--- src/hdl/abs_pkg.sv ---
`default_nettype none
package abs_pkg;

   localparam int MaxBytes     = 20;
   localparam int PAYLOAD_BYTES = 20;
   localparam int PayloadBits  = 8 * MaxBytes;
   localparam int SumBits      = 13;
   localparam int AckSumBits   = 22;
   localparam int FieldBits    = 20;

   localparam logic [6:0] SEND_ACK_CODE = 7'd111;

   typedef enum logic [1:0] {
      FUNC_MESSAGE = 2'd0,
      FUNC_ACK     = 2'd1,
      FUNC_TIMEOUT = 2'd2
   } func_type;

   typedef enum logic [2:0] {
      ST_SENT         = 3'd0,
      ST_DROPPED_BUSY = 3'd1,
      ST_ACK_CORRUPT  = 3'd2,
      ST_ACK_UNEXPECT = 3'd3,
      ST_ACK_ACCEPTED = 3'd4,
      ST_RESENT       = 3'd5,
      ST_IDLE_TIMEOUT = 3'd6
   } status_type;

   typedef struct packed {
      logic [1:0]             func;
      logic [PayloadBits-1:0] payload;
      logic [FieldBits-1:0]   ack_seq_field;
      logic [FieldBits-1:0]   ack_number;
      logic [AckSumBits-1:0]  ack_sum;
   } req_item_type;

   typedef struct packed {
      logic                   send_valid;
      logic                   send_seq;
      logic [6:0]             send_ack_field;
      logic [SumBits-1:0]     send_sum;
      logic [PayloadBits-1:0] send_payload;
      logic                   timer_start;
      logic                   timer_stop;
      status_type             status;
   } rsp_item_type;

   // keep only the bytes that take part in the transfer
   function automatic logic [PayloadBits-1:0] mask_payload(input logic [PayloadBits-1:0] p);
      logic [PayloadBits-1:0] m;
      m = '0;
      for (int i = 0; i < MaxBytes; i++) begin
         if (i < PAYLOAD_BYTES) begin
            m[8*i +: 8] = p[8*i +: 8];
         end
      end
      return m;
   endfunction

   // adder tree over the payload bytes: four partial sums, then combine
   function automatic logic [SumBits-1:0] byte_sum(input logic [PayloadBits-1:0] p);
      logic [10:0] part [4];
      logic [SumBits-1:0] total;
      for (int g = 0; g < 4; g++) begin
         part[g] = 11'(p[8*(5*g)   +: 8]) + 11'(p[8*(5*g+1) +: 8])
                 + 11'(p[8*(5*g+2) +: 8]) + 11'(p[8*(5*g+3) +: 8])
                 + 11'(p[8*(5*g+4) +: 8]);
      end
      total = (SumBits'(part[0]) + SumBits'(part[1])) + (SumBits'(part[2]) + SumBits'(part[3]));
      return total;
   endfunction

endpackage
`default_nettype wire

--- src/hdl/alternating_bit_sender.sv ---
`default_nettype none
// Alternating-bit sender: one event in, one result out.
// An accepted event is held in the input register; its result is registered in the result register.
// Throughput: one event per cycle; the input register and the result register
// advance together, so the only limit is the stall from the result side.
// Reset (synchronous, active high) clears busy, the sequence bit and both valids;
// the held packet is undefined until the first message is taken.
module alternating_bit_sender import abs_pkg::*; (
   input  wire logic         clock,
   input  wire logic         reset,
   input  wire logic         req_valid,
   output logic              req_stall,
   input  wire logic [1:0]   req_func,
   input  wire logic [63:0]  req_payload_w0,
   input  wire logic [63:0]  req_payload_w1,
   input  wire logic [31:0]  req_payload_w2,
   input  wire logic [19:0]  req_ack_seq_field,
   input  wire logic [19:0]  req_ack_number,
   input  wire logic [21:0]  req_ack_sum,
   output logic              rsp_valid,
   input  wire logic         rsp_stall,
   output logic              rsp_send_valid,
   output logic              rsp_send_seq,
   output logic [6:0]        rsp_send_ack_field,
   output logic [12:0]       rsp_send_sum,
   output logic [63:0]       rsp_send_w0,
   output logic [63:0]       rsp_send_w1,
   output logic [31:0]       rsp_send_w2,
   output logic              rsp_timer_start,
   output logic              rsp_timer_stop,
   output logic [2:0]        rsp_status
);

   logic         s1_valid_ff, s1_valid_in;
   req_item_type s1_item_ff;
   logic         rsp_valid_ff, rsp_valid_in;
   rsp_item_type rsp_item_ff;
   rsp_item_type result;
   logic         out_free;
   logic         s1_fire;
   logic         accept;

   assign out_free     = !rsp_valid_ff || !rsp_stall;
   assign s1_fire      = s1_valid_ff && out_free;
   assign req_stall    = s1_valid_ff && !out_free;
   assign accept       = req_valid && !req_stall;
   assign s1_valid_in  = accept || (s1_valid_ff && !out_free);
   assign rsp_valid_in = s1_fire || (rsp_valid_ff && rsp_stall);

   always_ff @(posedge clock) begin
      if (reset) begin
         s1_valid_ff  <= 1'b0;
         rsp_valid_ff <= 1'b0;
      end else begin
         s1_valid_ff  <= s1_valid_in;
         rsp_valid_ff <= rsp_valid_in;
      end
   end

   always_ff @(posedge clock) begin
      if (accept) begin
         s1_item_ff.func          <= req_func;
         s1_item_ff.payload       <= {req_payload_w2, req_payload_w1, req_payload_w0};
         s1_item_ff.ack_seq_field <= req_ack_seq_field;
         s1_item_ff.ack_number    <= req_ack_number;
         s1_item_ff.ack_sum       <= req_ack_sum;
      end
   end

   abs_engine u_engine (
      .clock  (clock),
      .reset  (reset),
      .fire   (s1_fire),
      .item   (s1_item_ff),
      .result (result)
   );

   // hold the result until the transfer completes
   always_ff @(posedge clock) begin
      if (s1_fire) begin
         rsp_item_ff <= result;
      end
   end

   assign rsp_valid          = rsp_valid_ff;
   assign rsp_send_valid     = rsp_item_ff.send_valid;
   assign rsp_send_seq       = rsp_item_ff.send_seq;
   assign rsp_send_ack_field = rsp_item_ff.send_ack_field;
   assign rsp_send_sum       = rsp_item_ff.send_sum;
   assign rsp_send_w0        = rsp_item_ff.send_payload[63:0];
   assign rsp_send_w1        = rsp_item_ff.send_payload[127:64];
   assign rsp_send_w2        = rsp_item_ff.send_payload[159:128];
   assign rsp_timer_start    = rsp_item_ff.timer_start;
   assign rsp_timer_stop     = rsp_item_ff.timer_stop;
   assign rsp_status         = rsp_item_ff.status;

endmodule
`default_nettype wire

--- src/hdl/abs_engine.sv ---
`default_nettype none
module abs_engine import abs_pkg::*; (
   input  wire logic         clock,
   input  wire logic         reset,
   input  wire logic         fire,
   input  wire req_item_type item,
   output rsp_item_type      result
);

   logic                   busy_ff, busy_in;
   logic                   seq_ff, seq_in;
   logic [PayloadBits-1:0] held_payload_ff, held_payload_in;
   logic [SumBits-1:0]     held_sum_ff, held_sum_in;

   logic [PayloadBits-1:0] payload;
   logic [SumBits-1:0]     psum;
   logic [AckSumBits-1:0]  ack_calc;
   logic                   ack_match;

   always_comb begin
      payload   = mask_payload(item.payload);
      psum      = byte_sum(payload);
      ack_calc  = AckSumBits'(psum) + AckSumBits'(item.ack_seq_field)
                + AckSumBits'(item.ack_number);
      ack_match = (item.ack_number == FieldBits'(seq_ff));

      busy_in         = busy_ff;
      seq_in          = seq_ff;
      held_payload_in = held_payload_ff;
      held_sum_in     = held_sum_ff;
      result          = '0;
      result.status   = ST_IDLE_TIMEOUT;

      case (item.func)
         FUNC_MESSAGE: begin
            if (busy_ff) begin
               result.status = ST_DROPPED_BUSY;
            end else begin
               held_payload_in       = payload;
               held_sum_in           = psum + SumBits'(seq_ff) + SumBits'(SEND_ACK_CODE);
               busy_in               = 1'b1;
               result.send_valid     = 1'b1;
               result.send_seq       = seq_ff;
               result.send_ack_field = SEND_ACK_CODE;
               result.send_sum       = held_sum_in;
               result.send_payload   = payload;
               result.timer_start    = 1'b1;
               result.status         = ST_SENT;
            end
         end
         FUNC_ACK: begin
            if (ack_calc != item.ack_sum) begin
               result.status = ST_ACK_CORRUPT;
            end else if (!busy_ff || !ack_match) begin
               result.status = ST_ACK_UNEXPECT;
            end else begin
               seq_in            = ~seq_ff;
               busy_in           = 1'b0;
               result.timer_stop = 1'b1;
               result.status     = ST_ACK_ACCEPTED;
            end
         end
         FUNC_TIMEOUT: begin
            if (busy_ff) begin
               result.send_valid     = 1'b1;
               result.send_seq       = seq_ff;
               result.send_ack_field = SEND_ACK_CODE;
               result.send_sum       = held_sum_ff;
               result.send_payload   = held_payload_ff;
               result.timer_start    = 1'b1;
               result.status         = ST_RESENT;
            end
         end
         default: begin
            result.status = ST_IDLE_TIMEOUT;
         end
      endcase
   end

   always_ff @(posedge clock) begin
      if (reset) begin
         busy_ff <= 1'b0;
         seq_ff  <= 1'b0;
      end else if (fire) begin
         busy_ff <= busy_in;
         seq_ff  <= seq_in;
      end
   end

   always_ff @(posedge clock) begin
      if (fire) begin
         held_payload_ff <= held_payload_in;
         held_sum_ff     <= held_sum_in;
      end
   end

endmodule
`default_nettype wire

--- config.mk ---
export PLATFORM = sky130hd
export DESIGN_NAME = alternating_bit_sender
export DESIGN_NICKNAME = d
export VERILOG_FILES = /design/src/hdl/abs_pkg.sv /design/src/hdl/alternating_bit_sender.sv /design/src/hdl/abs_engine.sv
export SDC_FILE = /design/constraint.sdc
export NUM_CORES = 1
export LEC_CHECK = 0
export BUFFER_PORTS_ARGS = -buffer_cell sky130_fd_sc_hd__clkbuf_2
export CAP_MARGIN = 20
export CELL_PAD_IN_SITES_DETAIL_PLACEMENT = 0
export CELL_PAD_IN_SITES_GLOBAL_PLACEMENT = 1
export CORE_ASPECT_RATIO = 0.5
export CORE_MARGIN = 2
export CORE_UTILIZATION = 42
export DETAILED_ROUTE_END_ITERATION = 16
export PLACE_DENSITY_LB_ADDON = 0.1
export SLEW_MARGIN = 5
export SYNTH_ARGS = -nofsm -noshare
export SYNTH_HDL_FRONTEND = slang
export SYNTH_SLANG_ARGS = --single-unit
--- constraint.sdc ---
create_clock -name clock -period 27.3 [get_ports clock]
set_clock_uncertainty 0.05 [all_clocks]
set_input_delay 1.365 -clock clock [delete_from_list [all_inputs] [get_ports clock]]
set_output_delay 1.365 -clock clock [all_outputs]
set_load 0.02 [all_outputs]
Word-level counts from Yosys, hierarchy flattened
Index checks and enable logic that the tools add are counted.
Widths: inputs -> output; s select.

word-level totals
  bits in registers = 588
  output and inout bits = 189
  word-level logic and storage cells = 85

operators by class
  $add $sub $neg = 23
  equal/unequal tests = 6
  mux-type cells = 12
  bitwise operators = 5
  reductions and logical operators = 20

operators by type and width
  cell                   number
  $mux 183               2
  $pmux 183 s2           1
  $add 11x8->11          12
  $add 8x8->9            4
  $add 11x11->12         2
  $add 22x20->22         1
  $ne 22x22->1           1
  $add 13x20->21         1
  $eq 20x1->1            1
  $add 13x1->13          1
  $add 13x13->13         1
  $add 13x7->13 const B  1
  $pmux 3 s3             1
  $reduce_and 4->1       2
  $logic_not 1->1        6
  $mux 3                 2
  $not 1->1              5
  $logic_and 1x1->1      4
  $logic_or 1x1->1       4
  $mux 1                 4
  $ne 2x2->1 const B     2
  $reduce_and 3->1       1
  $eq 2x1->1 const B     1
  $eq 2x2->1 const B     1
  5 further kinds        5

Depth between registers and ports, before layout
Gate-level depths: netlist of the first run.

  word-level depth = 11
  gate-level depth with buffers = 50
  mapped depth without buffers = 48

Modules after synthesis
A second synthesis of the first run with hierarchy kept.

second synthesis, totals
  cells, all modules = 1539
  area total of the unflattened synthesis = 25883.6 um^2

modules (own cells, without submodules)
  module                  times used  cells an instance  area an instance (um^2)  sequential area each (um^2)
  abs_engine              1           1118               13455.4                  5235.0
  alternating_bit_sender  1           421                12428.2                  12381.9

Least setup slack after synthesis of the first run
Ideal clock, no wire load.

  kind = in2reg
  start point = input rsp_stall
  end point = register u_engine.held_payload_ff[0], enable pin
  library setup time = 0.915 ns
  arrival = 27.072 ns
  data required time = 26.335 ns
  slack = -0.737 ns
  cell stages on the path = 3
  buffers on the path = 0
  cells stage by stage = a21boi_0 nand2_1 nor3_1

on the way
  cells in the longest elaborated chain, start to end = 4

ends and longest elaborated chain
  element                            RTL line                      text
  from (decl)                        alternating_bit_sender.sv:21  input wire logic rsp_stall,
  $logic_not 1->1                    alternating_bit_sender.sv:43  assign out_free = !rsp_valid_ff || !rsp_stall;
  $logic_or 1x1->1                   alternating_bit_sender.sv:43
  $logic_and 1x1->1                  alternating_bit_sender.sv:44  assign s1_fire = s1_valid_ff && out_free;
  $reduce_and 3->1 (no source line)  n/a
  to (signal assigned)               abs_engine.sv:92              held_payload_ff <= held_payload_in;
  to (decl)                          abs_engine.sv:12              logic [PayloadBits-1:0] held_payload_ff, held_payload_in;

No other way between the ends.
A chain may end at the register's enable or synchronous reset.

Final worst setup path of the first run
  start point = register, netlist name s1_item_ff[70]
  end point = register u_engine.seq_ff

on the way
  cells in the longest elaborated chain, start to end = 11

ends and longest elaborated chain
  element                            RTL line          text
  $add 8x8->9                        abs_pkg.sv:65     part[g] = 11'(p[8*(5*g) +: 8]) + 11'(p[8*(5*g+1) +: 8])
  $add 11x8->11 (2 in series)        abs_pkg.sv:66     + 11'(p[8*(5*g+2) +: 8]) + 11'(p[8*(5*g+3) +: 8])
  $add 11x8->11                      abs_pkg.sv:67     + 11'(p[8*(5*g+4) +: 8]);
  $add 11x11->12                     abs_pkg.sv:69     total = (SumBits'(part[0]) + SumBits'(part[1])) + (SumBits'(part[2]) + SumBits'(part[3]));
  $add 13x13->13                     abs_pkg.sv:69
  $add 13x20->21                     abs_engine.sv:23  ack_calc = AckSumBits'(psum) + AckSumBits'(item.ack_seq_field)
  $add 22x20->22                     abs_engine.sv:24  + AckSumBits'(item.ack_number);
  $ne 22x22->1                       abs_engine.sv:52  if (ack_calc != item.ack_sum) begin
  $not 1->1 (no source line)         n/a
  $reduce_and 4->1 (no source line)  n/a
  to (signal assigned)               abs_engine.sv:86  seq_ff <= seq_in;
  to (decl)                          abs_engine.sv:11  logic seq_ff, seq_in;

No other way between the ends.

==> summary.txt, run 1 <==
Route
  • Wirelength per Cell: about 20 µm
  • Initial DRC count: 1,110
  • # DRC: 0
  • Detailed-route via count: 16,950
  • Vias per std cell: slightly above 5
  • DRT Pass-1 Iters: 5
  • Routed Antenna Nets: 0
  • WL final: between 60,000 and 70,000 µm

Place
  • GPL Wtd Cong: 0.8353
  • Detail Placement HPWL: 47,300 µm
  • Number of buffers added on ports: 415

CTS
  • Clock latency on the worst-skew pair: 0.60 ns
  • CTS buffer count: 52
  • Reg clk slew, reported paths: 0.07 ns
  • Post-CTS Hold Buffers: 0
  • Clock sink total: 580
  • CTS tree: done
  • CTS root buf: clkbuf_16
  • H-tree levels: 2
  • Post-CTS setup buffer count: 0
  • PostCTS Resize Cnt: 0
  • Clock Tree Buf Depth: 3

Yosys
  • Compound-Gate Fraction of Synth Area: 10.61%
  • Post-Syn Nets: around 2,500
  • Top_reg_cell synth: edfxtp_1
  • Synth area leader: edfxtp_1
  • Area share of xor/xnor cells in the synthesized design: roughly 4.2%
  • Synthesized instance count: a little over 2,000
  • Post-Synth Simple-Gate Area: 5.934%
  • FF+latch count, synth: 580
  • Top-count cell post-synth: edfxtp_1
  • Synth warnings: 0
  • Post-Synth Adder-Cell Area: 11.71%
  • Register area share after synthesis: 63.10%
  • Top cells by count, synth: 576 x edfxtp_1, 235 x nor2_1, 224 x inv_1
  • Count of different cell masters after synthesis: 62
  • Fraction of synthesized area in multiplexers: 0.2726%
  • Post-synth top area share: a little over three fifths
  • Synthesized area per cell: between 10 and 15 µm²
  • Post-synthesis async set-or-reset flop share: 0%
  • Largest family of logic cells by synthesized area: adder cells
  • Synth Cell Area: 27,540 µm²
  • Top cells by area, synth: edfxtp_1 63%, ha_1 6.4%, fa_1 5.3%, a22oi_1 4.7%, nor2_1 3.2%
  • Number of synthesized flops with an enable pin: 576

Cells and area
  • Nets: 2,883
  • Share of layout cells above drive strength 1: a little over a fifth
  • Area growth from synthesis to layout: 17.47%

Job
  • Max Cap Violations: 0

STA
  • Slew @ Worst Pin: 1.040 ns
  • Endpoints failing hold: 0
  • Slew Viols, Final: 0
  • Period utilisation layout: around two fifths
  • Relative slew slack: 30.66%
  • Crit path time final: approximately 11 ns
  • Final setup violation count: 0
  • Setup TNS: 0 ns
  • Max Clk Rate: 0.09053 GHz
  • RSZ-0062 raised after global routing: false

Worst setup path
  • CP endpoint kind: flop
  • RR Startpoint: s1_item_ff[70]$_DFFE_PP_
  • Largest stage delay on the critical path: 0.75 ns
  • Critical path's most frequent cell: ha_1
  • Crit path max-delay cell type: o41ai_2
  • Critical path arrival: 11.47 ns
  • CP Max Fanout: 9
  • Startpoint types: flop
  • Required time worst endpoint: 27.73 ns
  • Worst Setup Path Type: flop to flop
  • Setup crit start: s1_item_ff[70]$_DFFE_PP_

Outcome
  • Status: finished clean

Hold path
  • Hold_sp: s1_valid_ff$_SDFF_PP0_
  • Worst hold path type: flop to flop

Die
  • Starting Density: 42.42%
  • Die Height: 185.1 µm
  • Core area: ~65,000 µm²
  • Chip width: 366.1 µm
  • Die Area: 67,750 µm²
  • # rows: 66
  • I/O pin total: roughly 420

Global route
  • Largest net degree at the start of global routing: 183
  • Initial antenna violation count: 1
  • GR Overflow Total: 0
  • First-pass GRT wire length: 101,100 µm
  • Number of global-route vias before repair: 16,750
  • GRT Total Usage: 19.60%
[worst max-delay path, delay by kind of cell (launching register included)]
kind | cells | cell delay [ns]
AO/OA/AOI/OAI | 13 | 3.32
XOR/XNOR | 4 | 0.84
adder cells (fa/ha/maj) | 9 | 3.45
buffers and inverters | 4 | 0.24
flip-flops | 1 | 0.38
multiplexers | 3 | 0.95
AND/OR/NAND/NOR | 8 | 1.70
[registers in the layout, indices dropped and copies added, names as in the netlist]
register and cells:
u_engine.busy_ff 1, rsp_send_w0 64, rsp_send_w1 64, s1_item_ff 224, rsp_send_w2 32, u_engine.held_payload_ff 160
u_engine.seq_ff 1, rsp_timer_stop 1, u_engine.held_sum_ff 13, rsp_valid 1, s1_valid_ff 1, rsp_status 3
rsp_send_sum 13, rsp_send_ack_field 1, rsp_send_seq 1
[cell type report]
cell class | instances | area [µm²]
Tap cell | 884 | 1106
Inverter | 224 | 840.8
Fill cell | 5768 | 32560
Clock buffer | 63 | 1374
Timing Repair Buffer | 430 | 2215
Sequential cell | 580 | 17380
Clock inverter | 33 | 371.6
Multi-Input combinational cell | 1153 | 9061
Antenna cell | 1 | 2.502
[path summary, 6_finish.rpt]
kind                                  endpoint  cells after the start  slack, ns
hold / removal            rsp_valid$_SDFF_PP0_                      2       0.44
hold reg to reg           rsp_valid$_SDFF_PP0_                      2       0.44
setup reg to reg  u_engine.seq_ff$_SDFFE_PP0P_                     41      16.25
setup / recovery  u_engine.seq_ff$_SDFFE_PP0P_                     41      16.25
[cells in the final DEF, fill, tap and decap left out, types with 9 or more instances in the layout]
cell type / synthesis / layout
edfxtp_1: 576 / 576
clkbuf_2: 0 / 415
nor2_1: 235 / 233
inv_1: 224 / 224
a22oi_1: 173 / 173
ha_1: 141 / 141
xnor2_1: 96 / 96
a21oi_1: 94 / 94
fa_1: 73 / 73
clkbuf_16: 0 / 53
o21ai_0: 39 / 39
nand2_1: 37 / 37
xor2_1: 36 / 36
o21bai_1: 32 / 32
a21o_1: 30 / 30
nor3_1: 20 / 19
o21a_1: 19 / 19
nor2b_1: 14 / 13
buf_4: 8 / 13
nand2b_1: 12 / 12
clkinv_1: 0 / 12
nand3_1: 10 / 10
nor4_1: 9 / 9
clkbuf_1: 64 / 9
[cells by family after synthesis]
group / Yosys count
AO/OA/AOI/OAI: 427
XOR/XNOR: 132
adder cells (fa/ha/maj): 214
buffers and inverters: 297
flip-flops: 580
multiplexers: 7
other: 1
AND/OR/NAND/NOR: 372
[through the flow]
step / cell area, µm² / utilization (%) / cells / hold WS, ns / setup WS (ns)
global placement: 30600 / 47.14 / 3271 / 0.4078 / 16.35
floorplan: 27540 / - / 2030 / 0.3953 / 4.501
detailed placement: 30600 / 47.14 / 3271 / 0.4242 / 16.16
global route: 32350 / 49.84 / 3368 / 0.4575 / 15.38
CTS: 32340 / 49.83 / 3367 / 0.4406 / 16.13
finish: 32350 / 49.84 / 3368 / 0.4395 / 16.25
[routing by layer]
metal / routed length, µm / GRT usage [%] / part of all wire [%]
met5: 0 / 0 / 0
met4: 932 / 3.556 / 1.4
met3: 3122 / 3.372 / 4.6
met2: 32510 / 32.17 / 48
met1: 30770 / 27.74 / 46
Power of run 1 is not shown: default switching activity piles up to over one toggle a cycle in this logic, so the estimate is an artifact.
==> run 2: changes to the inputs <==
--- a/config.mk
+++ b/config.mk
@@ -11,7 +11,7 @@
 export CELL_PAD_IN_SITES_GLOBAL_PLACEMENT = 1
 export CORE_ASPECT_RATIO = 0.5
 export CORE_MARGIN = 2
-export CORE_UTILIZATION = 42
+export CORE_UTILIZATION = 47
 export DETAILED_ROUTE_END_ITERATION = 16
 export PLACE_DENSITY_LB_ADDON = 0.1
 export SLEW_MARGIN = 5
==> constraint.sdc (replaced) <==
create_clock -name clock -period 10.9 [get_ports clock]
set_clock_uncertainty 0.05 [all_clocks]
set_input_delay 0.545 -clock clock [delete_from_list [all_inputs] [get_ports clock]]
set_output_delay 0.545 -clock clock [all_outputs]
set_load 0.02 [all_outputs]
==> summary.txt, run 2 (synthesized netlist as in run 1, its figures left out) <==
Global route
  • First-pass GRT wire length: 99,880 µm
  • GRT Total Usage: 21.47%
  • Number of global-route vias before repair: between 15,000 and 20,000
  • Largest net degree at the start of global routing: 182
  • Initial antenna violation count: 5
  • GR Overflow Total: 0

STA
  • Slew @ Worst Pin: approximately 1.2 ns
  • Period utilisation layout: 95.30%
  • Min Hold Slack: around 0.066 ns
  • Max Clk Rate: 0.09627 GHz
  • RSZ-0062 raised after global routing: false
  • Endpoints failing hold: 0
  • Setup TNS: 0 ns
  • Slew Viols, Final: 0
  • Crit path time final: 10.39 ns
  • Relative slew slack: 17.35%
  • Final setup violation count: 0

Cells and area
  • Non-filler cells, final: 3,261
  • Area growth from synthesis to layout: 17.40%
  • Top reg by flops: s1_item_ff
  • Most frequent cells in the layout: 576 x edfxtp_1, 415 x clkbuf_2, 231 x nor2_1
  • Nets: 2,889
  • # fillers: 4,817
  • Commonest non-fill, non-tap cell in the layout: edfxtp_1
  • Biggest regs: s1_item_ff (224), u_engine.held_payload_ff (160)
  • Max FFs per register: 224
  • Share of layout cells above drive strength 1: between 20% and 30%

Worst setup path
  • CP endpoint kind: flop
  • CP Max Fanout: 8
  • Critical path arrival: between 10 and 15 ns
  • Crit path max-delay cell type: or3b_2
  • Worst Setup Path Type: flop to flop
  • Startpoint types: flop
  • Required time worst endpoint: 11.33 ns
  • Largest stage delay on the critical path: 0.54 ns
  • Worst Reg-to-Reg Cells: 42

CTS
  • Clock Tree Buf Depth: 3
  • Reg clk slew, reported paths: ~0.07 ns
  • Clock latency on the worst-skew pair: 0.60 ns
  • H-tree levels: 2
  • Clock sink total: 580
  • CTS buffer count: 52
  • CTS root buf: clkbuf_16
  • CTS tree: done

Die
  • Core area: between 50,000 and 60,000 µm²
  • Die Height: 175.2 µm
  • # rows: 62
  • Chip width: ~350 µm
  • Starting Density: a little under half
  • I/O pin total: 417
  • Die Area: roughly 60,000 µm²

Route
  • Vias per std cell: 5.239
  • Wirelength per Cell: 19.99 µm
  • DRT Pass-1 Iters: 5
  • WL final: roughly 65,000 µm
  • # DRC: 0
  • Initial DRC count: 1,235
  • Routed Antenna Nets: 0
  • Detailed-route via count: around 17,000

Outcome
  • Status: finished clean

Job
  • Max Cap Violations: 0

Place
  • Placed insts: 3,160
  • Detail Placement HPWL: 44,900 µm
  • GPL Wtd Cong: 0.8764
  • Number of buffers added on ports: 415

Hold path
  • Hold depth: 1
  • Worst hold path type: input pin to flop
run 2: area by class of cell:
class	instances	area [µm²]	share of cell area [%]
antenna	4	10.01	0.03096
clock buffer	65	1370	4.238
tap	768	960.9	2.972
clock inverter	31	296.5	0.9173
multi-input combinational	1153	9189	28.42
sequential	580	17380	53.75
timing repair buffer	436	2285	7.067
inverter	224	840.8	2.601
run 2: per-layer routing:
metal	GRT usage [%]	wire, µm	vias up
met5	0	12	-
met1	30.91	29890	8433
met2	34.79	31210	384
met3	3.481	3061	78
met4	4.148	1000	2
li1	-	-	8189
run 2: final timing paths:
path	startpoint	endpoint	slack, ns
max	s1_item_ff[142]$_DFFE_PP_	u_engine.seq_ff$_SDFFE_PP0P_	0.51
min	req_ack_seq_field[11]	s1_item_ff[53]$_DFFE_PP_	0.07
max reg2reg	s1_item_ff[142]$_DFFE_PP_	u_engine.seq_ff$_SDFFE_PP0P_	0.51
min reg2reg	s1_item_ff[70]$_DFFE_PP_	u_engine.held_payload_ff[8]$_DFFE_PP_	0.44
run 2: metrics by stage:
stage,utilization (%),area (µm²),worst slack (ns)
5_1_grt,56.08,32330,0.006371
2_1_floorplan,-,27560,1.094
3_3_place_gp,52.94,30520,0.3904
6_report,56.09,32330,0.5122
3_5_place_dp,52.94,30520,0.2033
4_1_cts,55.84,32180,0.1667
run 2: worst max-delay path: cells and delay by family, from the launching register on:
family,cells,cell delay [ns]
buffers and inverters,6,0.33
adder cells (fa/ha/maj),10,3.67
XOR/XNOR,2,0.28
AND/OR/NAND/NOR,10,2.26
AO/OA/AOI/OAI,11,2.47
flip-flops,1,0.38
multiplexers,3,0.84
run 2: timing repair:
action | CTS | global route
resized for setup | 0 | 32
hold endpoints to repair | 0 | 0
hold buffers | 0 | 0
setup buffers | 0 | 1
endpoints found under the setup margin | 0 | 6
Power of run 2 is left out for the same reason.
